==> src/rtl/mbb_pkg.sv <==
// ----------------------------------------------------------------------------
// mbb_pkg
// Shared types and constants for the mesh bounding box point search block.
// ----------------------------------------------------------------------------
package mbb_pkg;

    localparam int FifoDepth = 4;
    localparam int FifoPtrW  = $clog2(FifoDepth);
    localparam int FifoCntW  = $clog2(FifoDepth + 1);

    localparam int CoordW = 16;
    localparam int UidW   = 15;
    localparam int IdW    = 17;
    localparam int CfgIdxW  = 3;
    localparam int CfgDataW = 17;

    localparam logic [IdW-1:0] IdLimitReset = 17'd100000;

    typedef enum logic [CfgIdxW-1:0] {
        REG_QUERY_X  = 3'd0,
        REG_QUERY_Y  = 3'd1,
        REG_QUERY_Z  = 3'd2,
        REG_ID_LOW   = 3'd3,
        REG_ID_LIMIT = 3'd4
    } t_reg_idx;

    typedef struct packed {
        logic [CoordW-1:0] query_x;
        logic [CoordW-1:0] query_y;
        logic [CoordW-1:0] query_z;
        logic [IdW-1:0]    id_low;
        logic [IdW-1:0]    id_limit;
    } t_cfg;

    // one closed mesh, as handed from the front to the back
    typedef struct packed {
        logic [UidW-1:0]           uid;
        logic [2:0][CoordW-1:0]    lo;
        logic [2:0][CoordW-1:0]    hi;
        logic                      model_end;
    } t_box;

endpackage

==> src/rtl/mbb_front.sv <==
// ----------------------------------------------------------------------------
// mbb_front
// Accepts vertices, keeps the running per-axis box and pushes a closed box
// into the queue on the vertex that ends a mesh or a model.
// ----------------------------------------------------------------------------
module mbb_front (
    input  logic                          i_clk,
    input  logic                          i_rst_n,
    input  logic                          i_accept,
    input  logic [3*mbb_pkg::CoordW-1:0]  i_coords,
    input  logic [mbb_pkg::UidW-1:0]      i_uid,
    input  logic                          i_mesh_last,
    input  logic                          i_model_end,
    output logic                          o_push,
    output mbb_pkg::t_box                 o_box
);

    logic [2:0][mbb_pkg::CoordW-1:0] r_min;
    logic [2:0][mbb_pkg::CoordW-1:0] r_max;
    logic [2:0][mbb_pkg::CoordW-1:0] n_min;
    logic [2:0][mbb_pkg::CoordW-1:0] n_max;
    logic                            r_start;
    logic                            w_close;

    always_comb begin
        for (int i = 0; i < 3; i++) begin
            if (r_start) begin
                n_min[i] = i_coords[i*mbb_pkg::CoordW +: mbb_pkg::CoordW];
                n_max[i] = i_coords[i*mbb_pkg::CoordW +: mbb_pkg::CoordW];
            end else begin
                n_min[i] = r_min[i];
                n_max[i] = r_max[i];
                if ($signed(i_coords[i*mbb_pkg::CoordW +: mbb_pkg::CoordW])
                        < $signed(r_min[i])) begin
                    n_min[i] = i_coords[i*mbb_pkg::CoordW +: mbb_pkg::CoordW];
                end
                if ($signed(i_coords[i*mbb_pkg::CoordW +: mbb_pkg::CoordW])
                        > $signed(r_max[i])) begin
                    n_max[i] = i_coords[i*mbb_pkg::CoordW +: mbb_pkg::CoordW];
                end
            end
        end
    end

    assign w_close = i_mesh_last | i_model_end;

    always_ff @(posedge i_clk) begin
        if (!i_rst_n) begin
            r_start <= 1'b1;
            r_min   <= '0;
            r_max   <= '0;
        end else if (i_accept) begin
            r_start <= w_close;
            r_min   <= n_min;
            r_max   <= n_max;
        end
    end

    assign o_push          = i_accept & w_close;
    assign o_box.uid       = i_uid;
    assign o_box.lo        = n_min;
    assign o_box.hi        = n_max;
    assign o_box.model_end = i_model_end;

endmodule

==> src/rtl/mbb_fifo.sv <==
// ----------------------------------------------------------------------------
// mbb_fifo
// Short queue of closed boxes between the front and the back.
// ----------------------------------------------------------------------------
module mbb_fifo (
    input  logic           i_clk,
    input  logic           i_rst_n,
    input  logic           i_push,
    input  mbb_pkg::t_box  i_data,
    input  logic           i_pop,
    output mbb_pkg::t_box  o_data,
    output logic           o_full,
    output logic           o_empty
);

    mbb_pkg::t_box                   r_mem [mbb_pkg::FifoDepth];
    logic [mbb_pkg::FifoPtrW-1:0]    r_wr_ptr;
    logic [mbb_pkg::FifoPtrW-1:0]    r_rd_ptr;
    logic [mbb_pkg::FifoCntW-1:0]    r_count;

    assign o_full  = (r_count == mbb_pkg::FifoCntW'(mbb_pkg::FifoDepth));
    assign o_empty = (r_count == '0);
    assign o_data  = r_mem[r_rd_ptr];

    always_ff @(posedge i_clk) begin
        if (i_push) begin
            r_mem[r_wr_ptr] <= i_data;
        end
    end

    always_ff @(posedge i_clk) begin
        if (!i_rst_n) begin
            r_wr_ptr <= '0;
            r_rd_ptr <= '0;
            r_count  <= '0;
        end else begin
            if (i_push) begin
                r_wr_ptr <= r_wr_ptr + 1'b1;
            end
            if (i_pop) begin
                r_rd_ptr <= r_rd_ptr + 1'b1;
            end
            case ({i_push, i_pop})
                2'b10:   r_count <= r_count + 1'b1;
                2'b01:   r_count <= r_count - 1'b1;
                default: r_count <= r_count;
            endcase
        end
    end

endmodule

==> src/rtl/mbb_back.sv <==
// ----------------------------------------------------------------------------
// mbb_back
// Pops closed boxes, forms centers, runs the containment search and holds
// the result in the output register.
// ----------------------------------------------------------------------------
module mbb_back (
    input  logic                       i_clk,
    input  logic                       i_rst_n,
    input  mbb_pkg::t_cfg              i_cfg,
    input  mbb_pkg::t_box              i_box,
    input  logic                       i_empty,
    output logic                       o_pop,
    output logic                       o_valid,
    input  logic                       i_ready,
    output logic [175:0]               o_data,
    output logic                       o_model_done
);

    logic                              r_valid;
    logic [175:0]                      r_data;
    logic                              r_model_done;
    logic                              r_found;
    logic [mbb_pkg::UidW-1:0]          r_found_uid;
    logic                              n_found;
    logic [mbb_pkg::UidW-1:0]          n_found_uid;
    logic [2:0][mbb_pkg::CoordW-1:0]   w_center;
    logic                              w_match;
    logic                              w_in_range;
    logic [mbb_pkg::IdW-1:0]           w_uid_ext;
    logic [mbb_pkg::CoordW:0]          w_sum [3];
    logic [mbb_pkg::CoordW:0]          w_adj [3];

    assign o_pop = ~i_empty & (~r_valid | i_ready);

    // (lo+hi)/2 toward zero: add one to a negative sum before the shift
    always_comb begin
        for (int i = 0; i < 3; i++) begin
            w_sum[i] = {i_box.lo[i][mbb_pkg::CoordW-1], i_box.lo[i]}
                     + {i_box.hi[i][mbb_pkg::CoordW-1], i_box.hi[i]};
            w_adj[i] = w_sum[i] + {{mbb_pkg::CoordW{1'b0}}, w_sum[i][mbb_pkg::CoordW]};
            w_center[i] = w_adj[i][mbb_pkg::CoordW:1];
        end
    end

    assign w_uid_ext  = {2'b00, i_box.uid};
    assign w_in_range = (w_uid_ext >= i_cfg.id_low) && (w_uid_ext < i_cfg.id_limit);
    assign w_match    = w_in_range
                      && ($signed(i_box.lo[0]) < $signed(i_cfg.query_x))
                      && ($signed(i_cfg.query_x) < $signed(i_box.hi[0]))
                      && ($signed(i_box.lo[2]) < $signed(i_cfg.query_z))
                      && ($signed(i_cfg.query_z) < $signed(i_box.hi[2]));

    always_comb begin
        n_found     = r_found;
        n_found_uid = r_found_uid;
        if (!r_found && w_match) begin
            n_found     = 1'b1;
            n_found_uid = i_box.uid;
        end
    end

    always_ff @(posedge i_clk) begin
        if (!i_rst_n) begin
            r_valid     <= 1'b0;
            r_found     <= 1'b0;
            r_found_uid <= '0;
        end else begin
            if (o_pop) begin
                r_valid <= 1'b1;
                if (i_box.model_end) begin
                    r_found     <= 1'b0;
                    r_found_uid <= '0;
                end else begin
                    r_found     <= n_found;
                    r_found_uid <= n_found_uid;
                end
            end else if (i_ready) begin
                r_valid <= 1'b0;
            end
        end
    end

    always_ff @(posedge i_clk) begin
        if (o_pop) begin
            r_data <= {2'b00,
                       (n_found ? n_found_uid : {mbb_pkg::UidW{1'b0}}),
                       w_center[2], w_center[1], w_center[0],
                       i_box.hi[2], i_box.hi[1], i_box.hi[0],
                       i_box.lo[2], i_box.lo[1], i_box.lo[0],
                       i_box.uid};
            r_model_done <= i_box.model_end;
        end
    end

    assign o_valid      = r_valid;
    assign o_data       = r_data;
    assign o_model_done = r_model_done;

    a_model_end_clears: assert property (@(posedge i_clk) disable iff (!i_rst_n)
        (o_pop && i_box.model_end) |=> (!r_found && r_found_uid == '0))
        else $error("search state not cleared after model end");

    a_found_sticky: assert property (@(posedge i_clk) disable iff (!i_rst_n)
        (o_pop && r_found && !i_box.model_end) |=>
            (r_found && r_found_uid == $past(r_found_uid)))
        else $error("found mesh replaced within a model");

    a_no_pop_stalled: assert property (@(posedge i_clk) disable iff (!i_rst_n)
        (r_valid && !i_ready) |-> !o_pop)
        else $error("queue popped while output register held");

endmodule

==> src/rtl/mesh_bounding_box_point_search.sv <==
// ----------------------------------------------------------------------------
// mesh_bounding_box_point_search
// Per-mesh bounding boxes with centers and a first-hit point containment
// search over a vertex stream.
// The box of a mesh-closing vertex is written into the queue when that vertex
// is accepted, and is valid on the output once popped into the output register.
// Throughput: one vertex per cycle; the 4-entry box queue absorbs output
// stalls, and s_axis_tready drops only when that queue is full.
// Reset (i_rst_n, synchronous, active low) clears the running box, search
// state, queue and output valid; registers return to their reset values.
// ----------------------------------------------------------------------------
module mesh_bounding_box_point_search (
    input  logic                            i_clk,
    input  logic                            i_rst_n,
    // vertex_x[15:0], vertex_y[31:16], vertex_z[47:32], mesh_uid[62:48]
    input  logic [63:0]                     s_axis_tdata,
    input  logic                            s_axis_tvalid,
    output logic                            s_axis_tready,
    input  logic                            s_axis_tlast,   // last vertex of a mesh
    input  logic                            s_axis_tuser,   // model_end
    // box_uid[14:0], min_x/y/z[62:15], max_x/y/z[110:63],
    // center_x/y/z[158:111], hit_uid[173:159]
    output logic [175:0]                    m_axis_tdata,
    output logic                            m_axis_tvalid,
    input  logic                            m_axis_tready,
    output logic                            m_axis_tlast,   // model_done
    input  logic                            i_cfg_we,
    input  logic [mbb_pkg::CfgIdxW-1:0]     i_cfg_index,
    input  logic [mbb_pkg::CfgDataW-1:0]    i_cfg_data
);

    mbb_pkg::t_cfg r_cfg;
    mbb_pkg::t_box w_push_box;
    mbb_pkg::t_box w_pop_box;
    logic          w_push;
    logic          w_pop;
    logic          w_full;
    logic          w_empty;
    logic          w_accept;

    always_ff @(posedge i_clk) begin
        if (!i_rst_n) begin
            r_cfg.query_x  <= '0;
            r_cfg.query_y  <= '0;
            r_cfg.query_z  <= '0;
            r_cfg.id_low   <= '0;
            r_cfg.id_limit <= mbb_pkg::IdLimitReset;
        end else if (i_cfg_we) begin
            case (mbb_pkg::t_reg_idx'(i_cfg_index))
                mbb_pkg::REG_QUERY_X:  r_cfg.query_x  <= i_cfg_data[15:0];
                mbb_pkg::REG_QUERY_Y:  r_cfg.query_y  <= i_cfg_data[15:0];
                mbb_pkg::REG_QUERY_Z:  r_cfg.query_z  <= i_cfg_data[15:0];
                mbb_pkg::REG_ID_LOW:   r_cfg.id_low   <= i_cfg_data;
                mbb_pkg::REG_ID_LIMIT: r_cfg.id_limit <= i_cfg_data;
                default: ;
            endcase
        end
    end

    assign s_axis_tready = ~w_full;
    assign w_accept      = s_axis_tvalid & ~w_full;

    mbb_front u_front (
        .i_clk       (i_clk),
        .i_rst_n     (i_rst_n),
        .i_accept    (w_accept),
        .i_coords    (s_axis_tdata[47:0]),
        .i_uid       (s_axis_tdata[62:48]),
        .i_mesh_last (s_axis_tlast),
        .i_model_end (s_axis_tuser),
        .o_push      (w_push),
        .o_box       (w_push_box)
    );

    mbb_fifo u_fifo (
        .i_clk   (i_clk),
        .i_rst_n (i_rst_n),
        .i_push  (w_push),
        .i_data  (w_push_box),
        .i_pop   (w_pop),
        .o_data  (w_pop_box),
        .o_full  (w_full),
        .o_empty (w_empty)
    );

    mbb_back u_back (
        .i_clk        (i_clk),
        .i_rst_n      (i_rst_n),
        .i_cfg        (r_cfg),
        .i_box        (w_pop_box),
        .i_empty      (w_empty),
        .o_pop        (w_pop),
        .o_valid      (m_axis_tvalid),
        .i_ready      (m_axis_tready),
        .o_data       (m_axis_tdata),
        .o_model_done (m_axis_tlast)
    );

endmodule

==> config.mk <==
export PLATFORM = sky130hd
export DESIGN_NAME = mesh_bounding_box_point_search
export DESIGN_NICKNAME = d
export VERILOG_FILES = /design/src/rtl/mbb_pkg.sv /design/src/rtl/mbb_front.sv /design/src/rtl/mbb_fifo.sv /design/src/rtl/mbb_back.sv /design/src/rtl/mesh_bounding_box_point_search.sv
export SDC_FILE = /design/constraint.sdc
export NUM_CORES = 1
export LEC_CHECK = 0
export ABC_CLOCK_PERIOD_IN_PS = 10280
export BUFFER_PORTS_ARGS = -buffer_cell sky130_fd_sc_hd__buf_2
export CORE_MARGIN = 2
export CORE_UTILIZATION = 45
export DETAILED_ROUTE_END_ITERATION = 16
export GPL_TIMING_DRIVEN = 0
export PLACE_DENSITY = 0.67
export RECOVER_POWER = 100
export SLEW_MARGIN = 20
export SYNTH_ARGS = -nofsm -noshare
export SYNTH_HDL_FRONTEND = slang
export SYNTH_HIERARCHICAL = 1
export SYNTH_SLANG_ARGS = --single-unit
==> constraint.sdc <==
create_clock -name i_clk -period 10.28 [get_ports i_clk]
set_input_delay 2.57 -clock i_clk [delete_from_list [all_inputs] [get_ports i_clk]]
set_output_delay 2.57 -clock i_clk [all_outputs]
set_load 0.03 [all_outputs]
**Yosys cells after proc, flatten, opt, wreduce, memory -nomap -nowiden**

Memories as Yosys holds them, arrays and structs flattened. A register that Yosys moved wholly into a read port is not among the register bits.
Index checks and enable logic that the tools add are counted.

- Equality and inequality tests: 6
- Reduce and logical (&&, ||, !) cells: 15
- Bitwise gates (word level): 8
- Magnitude comparators: 12
- $add $sub $neg: 10
- Multiplexer cells: 23

Operators with widths:

| kind | count |
|---|---|
| two-way mux 16 bit | 12 |
| < comparator 16 bit | 7 |
| adder 16 x 16 -> 17 bit | 3 |
| adder 17 x 1 -> 17 bit | 3 |
| > comparator 16 bit | 3 |
| two-way mux 15 bit | 2 |
| >= comparator 15 x 17 -> 1 bit | 1 |
| < comparator 15 x 17 -> 1 bit | 1 |
| AND reduction 2 bit | 4 |
| == test 3 x 2 -> 1 bit, second input constant | 2 |
| == test 3 bit, second input constant | 2 |
| logical AND 1 bit | 6 |
| logical NOT 3 bit | 2 |
| two-way mux 1 bit | 6 |
| case mux 3 bit (2 select lines) | 1 |
| adder 2 x 1 -> 2 bit, second input constant | 2 |
| two-way mux 2 bit | 2 |
| nonzero test 2 bit | 2 |
| adder 3 x 1 -> 3 bit, second input constant | 1 |
| AND 1 bit | 3 |
| inverter 1 bit | 3 |
| subtractor 3 x 1 -> 3 bit, second input constant | 1 |
| == test 2 x 1 -> 1 bit, second input constant | 1 |
| == test 2 bit, second input constant | 1 |
| 2 further kinds | 3 |

- RAM bits: 448
- Output and inout port bits: 179
- Input bits: 91
- Word-level logic and storage cells: 95
- Memories: 1
- Register bits after elaboration: 362

Memories:

| name | words | bits a word | read ports | clocked after memory_dff | write ports | RTL line | RTL |
|---|---|---|---|---|---|---|---|
| u_fifo.r_mem | 4 | 112 | 1 | 1 | 1 | mbb_fifo.sv:16 | `mbb_pkg::t_box r_mem [mbb_pkg::FifoDepth];` |

**Depth between registers and ports, before layout**

- Depth after elaboration: 9
- Depth in mapped cells: 19
- Gate-level depth less buffers: 16

**Modules after synthesis**

Netlist, hierarchy kept.

Modules (own cells, without submodules):

| module | instances | cells each | area an instance (um^2) | seq. area each (um^2) |
|---|---|---|---|---|
| mbb_fifo | 1 | 631 | 16696.0 | 13633.1 |
| mbb_back | 1 | 1052 | 11608.6 | 5595.4 |
| mbb_front | 1 | 878 | 7344.5 | 1941.9 |
| mesh_bounding_box_point_search | 1 | 298 | 3072.9 | 1641.6 |

**Worst setup path after synthesis**

OpenSTA, ideal clock, no wires.

- Kind: input -> register
- Start: input port m_axis_tready
- End: register u_fifo/r_count[2] (netlist bit)
- Stages: 9
- Required time: 10.204 ns
- Setup slack: 2.299 ns
- Path buffers: 0
- Arrival: 7.906 ns
- Library setup time: 0.076 ns
- Cells stage by stage: nand2b_1 -> nand2b_1 -> inv_1 -> ha_1 -> inv_1 -> fa_1 -> xor2_1 -> or3_1 -> a21boi_0

- Cells in the longest elaborated chain, start to end: 4
- Elaborated cells between the ends (all ways): 6
- Those cells by class: eq/ne: 2; mux: 1; bitwise: 2; reduce/logical: 1

RTL lines:

| what | RTL line | RTL |
|---|---|---|
| start, declared | mesh_bounding_box_point_search.sv:25 | `input logic m_axis_tready,` |
| OR 1 bit (*) | mbb_back.sv:33 | `assign o_pop = ~i_empty & (~r_valid \| i_ready);` |
| AND 1 bit (*) | mbb_back.sv:33 |  |
| named net w_pop | mesh_bounding_box_point_search.sv:36 | `logic w_pop;` |
| == test 2 x 1 -> 1 bit or == test 2 bit (tied branches) | mbb_fifo.sv:43 | `case ({i_push, i_pop})` |
| case mux 3 bit (2 select lines) or nonzero test 2 bit (tied branches) | n/a |  |
| end signal, assigned | mbb_fifo.sv:44 | `2'b10: r_count <= r_count + 1'b1;` |
| end signal, assigned | mbb_fifo.sv:45 | `2'b01: r_count <= r_count - 1'b1;` |
| end signal, assigned | mbb_fifo.sv:46 | `default: r_count <= r_count;` |
| end, declared | mbb_fifo.sv:19 | `logic [mbb_pkg::FifoCntW-1:0] r_count;` |

The timed path passes the listed nets; every way through them passes the cells marked *.
A chain may end at the register's enable or synchronous reset.

**Final worst setup path**

Ends and elaborated chain as after synthesis.

==> results.txt <==
die area -> 87,100 sq um
count of input and output buffers -> 251
CP arrival -> 8.09 ns
later-pin clock latency in the skew report -> 0.63 ns
initial antenna violation count -> 4
Root Driver -> clkbuf_16
PD cells -> 307 nW/um^2
Hold Path Class -> register to register
DRT Pass-1 Iters -> 5
Max-slew headroom -> -145%
synth-to-layout area growth -> 13.7%
fin area -> 43,400 sq um
Final GP Congestion -> 0.877
Die Height -> 295 um
Hold Vio Cnt, Final -> 0
drt wl/cell -> 21.3 um
Final Worst Setup Slack -> 2.74 ns
Setup crit start -> m_axis_tready
DRT antenna net count -> 0
Tot Pwr -> 13,300 uW
Worst setup EP type -> register
syn_area_per_cell -> 13.6 sq um
first-pass GRT wire length -> 138,000 um
most frequent cells in the layout -> edfxtp_1, nand2_1, clkbuf_1
Clock Skew -> 0.0275 ns
Horiz. Die Dim -> 295 um
Worst Path Required -> 10.83 ns
crit path max-delay cell type -> clkinvlp_2
total track usage -> 21.1%
Crit Path Class -> primary input to register
Syn Inst Count -> 2,807
Worst Max-Slew Pin Slew -> 3.65 ns
Clock Sink Count -> 812
cts bufs inserted -> 82
RSZ-0062 raised after global routing -> no
row count -> 106
highest clock rate -> 0.133 GHz
maxcap violations -> 6
drt drc -> 0
Period minus WS final -> 7.54 ns
post-CTS sizing -> 0
CTS tree -> built
pre-CTS WS -> 4.30 ns
most frequent CP cell -> nand2b_1
cts hold-fix bufs -> 0
Post-Layout Cell Count -> 4,358
startpoint types -> primary input
layout cell share with drive strength beyond 1 -> 11.1%
Vias per Instance -> 5.35
Vias -> 23,333
DP Cell Count -> 4,203
worst-case clock buffer depth -> 3
I/O pins -> 270
Worst Hold Launch -> u_front/r_min[33]$_SDFFE_PN0P_
leakage dissipation -> 0.0160 uW
Mapped Area -> 38,200 sq um
Buf/Inv on CP -> 4
crit-path cells -> buf_2 > nand2b_1 > nand2b_1 > clkinvlp_2 > buf_16 > ha_1 > inv_1 > fa_1 > xor2_1 > or3_1 > a21boi_0
post-CTS setup buffers -> 0
status -> finished, violations left
post-DP HPWL -> 67,700 um
grt ovf -> 0
H-tree Lvls -> 3
commonest non-fill, non-tap cell in the layout -> edfxtp_1
Peak VDD IR -> 0.000411 V
1st-iter DRT viols -> 1,739
Syn. warnings -> 6
crit share post-route -> 73.3%
drt total wl -> 92,700 um
Placed Area -> 41,100 sq um
violated checks -> max-capacitance violations, max-slew violations
clock-pin slew on the worst setup and hold paths -> 0.06 ns
core area -> 83,800 sq um
nets -> 3,486
Initial Utilization -> 45.5%
vias in the first global route -> 22,551
Final Max Tran Viols -> 225
pin count of the biggest net entering global routing -> 100
Final setup viols -> 0
Crit path max-delay family -> buffers and inverters
Setup TNS -> 0 ns
CP max stage delay -> 2.76 ns
crit path max fanout -> 99
worst paths after layout:
check                                   endpoint  slack, ns  cells past startpoint
max               u_fifo/r_count[2]$_SDFFE_PN0P_       2.74                     11
min               u_front/r_min[33]$_SDFFE_PN0P_       0.46                      2
max reg2reg  u_back/r_found_uid[13]$_SDFFE_PN0P_       3.63                     15
min reg2reg       u_front/r_min[33]$_SDFFE_PN0P_       0.46                      2
power breakdown:
group | total (uW) | leakage (uW) | internal [uW] | switching (uW)
registers | 4710 | 0.00732 | 4470 | 237
logic | 5600 | 0.00732 | 1960 | 3640
clock network | 3020 | 0.00133 | 1760 | 1260
state kept, by name, indices dropped and copies added, names as in the netlist, named ones only:
| name | flops |
|---|---|
| u_fifo/r_count | 3 |
| u_back/r_found | 1 |
| u_front/r_max | 48 |
| u_front/r_start | 1 |
| r_cfg | 66 |
| u_fifo/r_rd_ptr | 2 |
| u_front/r_min | 48 |
| u_back/o_valid | 1 |
| u_fifo/r_mem | 448 |
| u_back/r_found_uid | 15 |
| u_fifo/r_wr_ptr | 2 |
| u_back/o_model_done | 1 |
| u_back/o_data | 174 |
metrics by stage:
step	hold WS (ns)	util (%)
floorplan	0.435	-
global placement	0.444	48.7
detailed placement	0.447	49.0
CTS	0.460	52.3
global route	0.478	51.7
finish	0.457	51.7
per-layer routing:
layer	track usage, %	share of wire (%)
met2	34.0	47
met3	3.38	5.7
met1	30.0	45
met5	0	0.012
met4	5.31	1.8
tightest hold or removal path: stages (launching register included):
cell,delay [ns]
dfxtp_1,0.30
nand2_1,0.05
mux2i_1,0.05
final cells by class:
type	instances	area (sq um)
clock inverters	52	554
flip-flops and latches	812	22500
diodes	2	5.00
fillers	7172	40400
inverters	235	883
well taps	1134	1420
repair buffers	261	1260
multi-input cells	1650	13900
plain buffers	111	633
clock buffers	101	2200
Note: power is estimated with default switching activity, not from simulation.
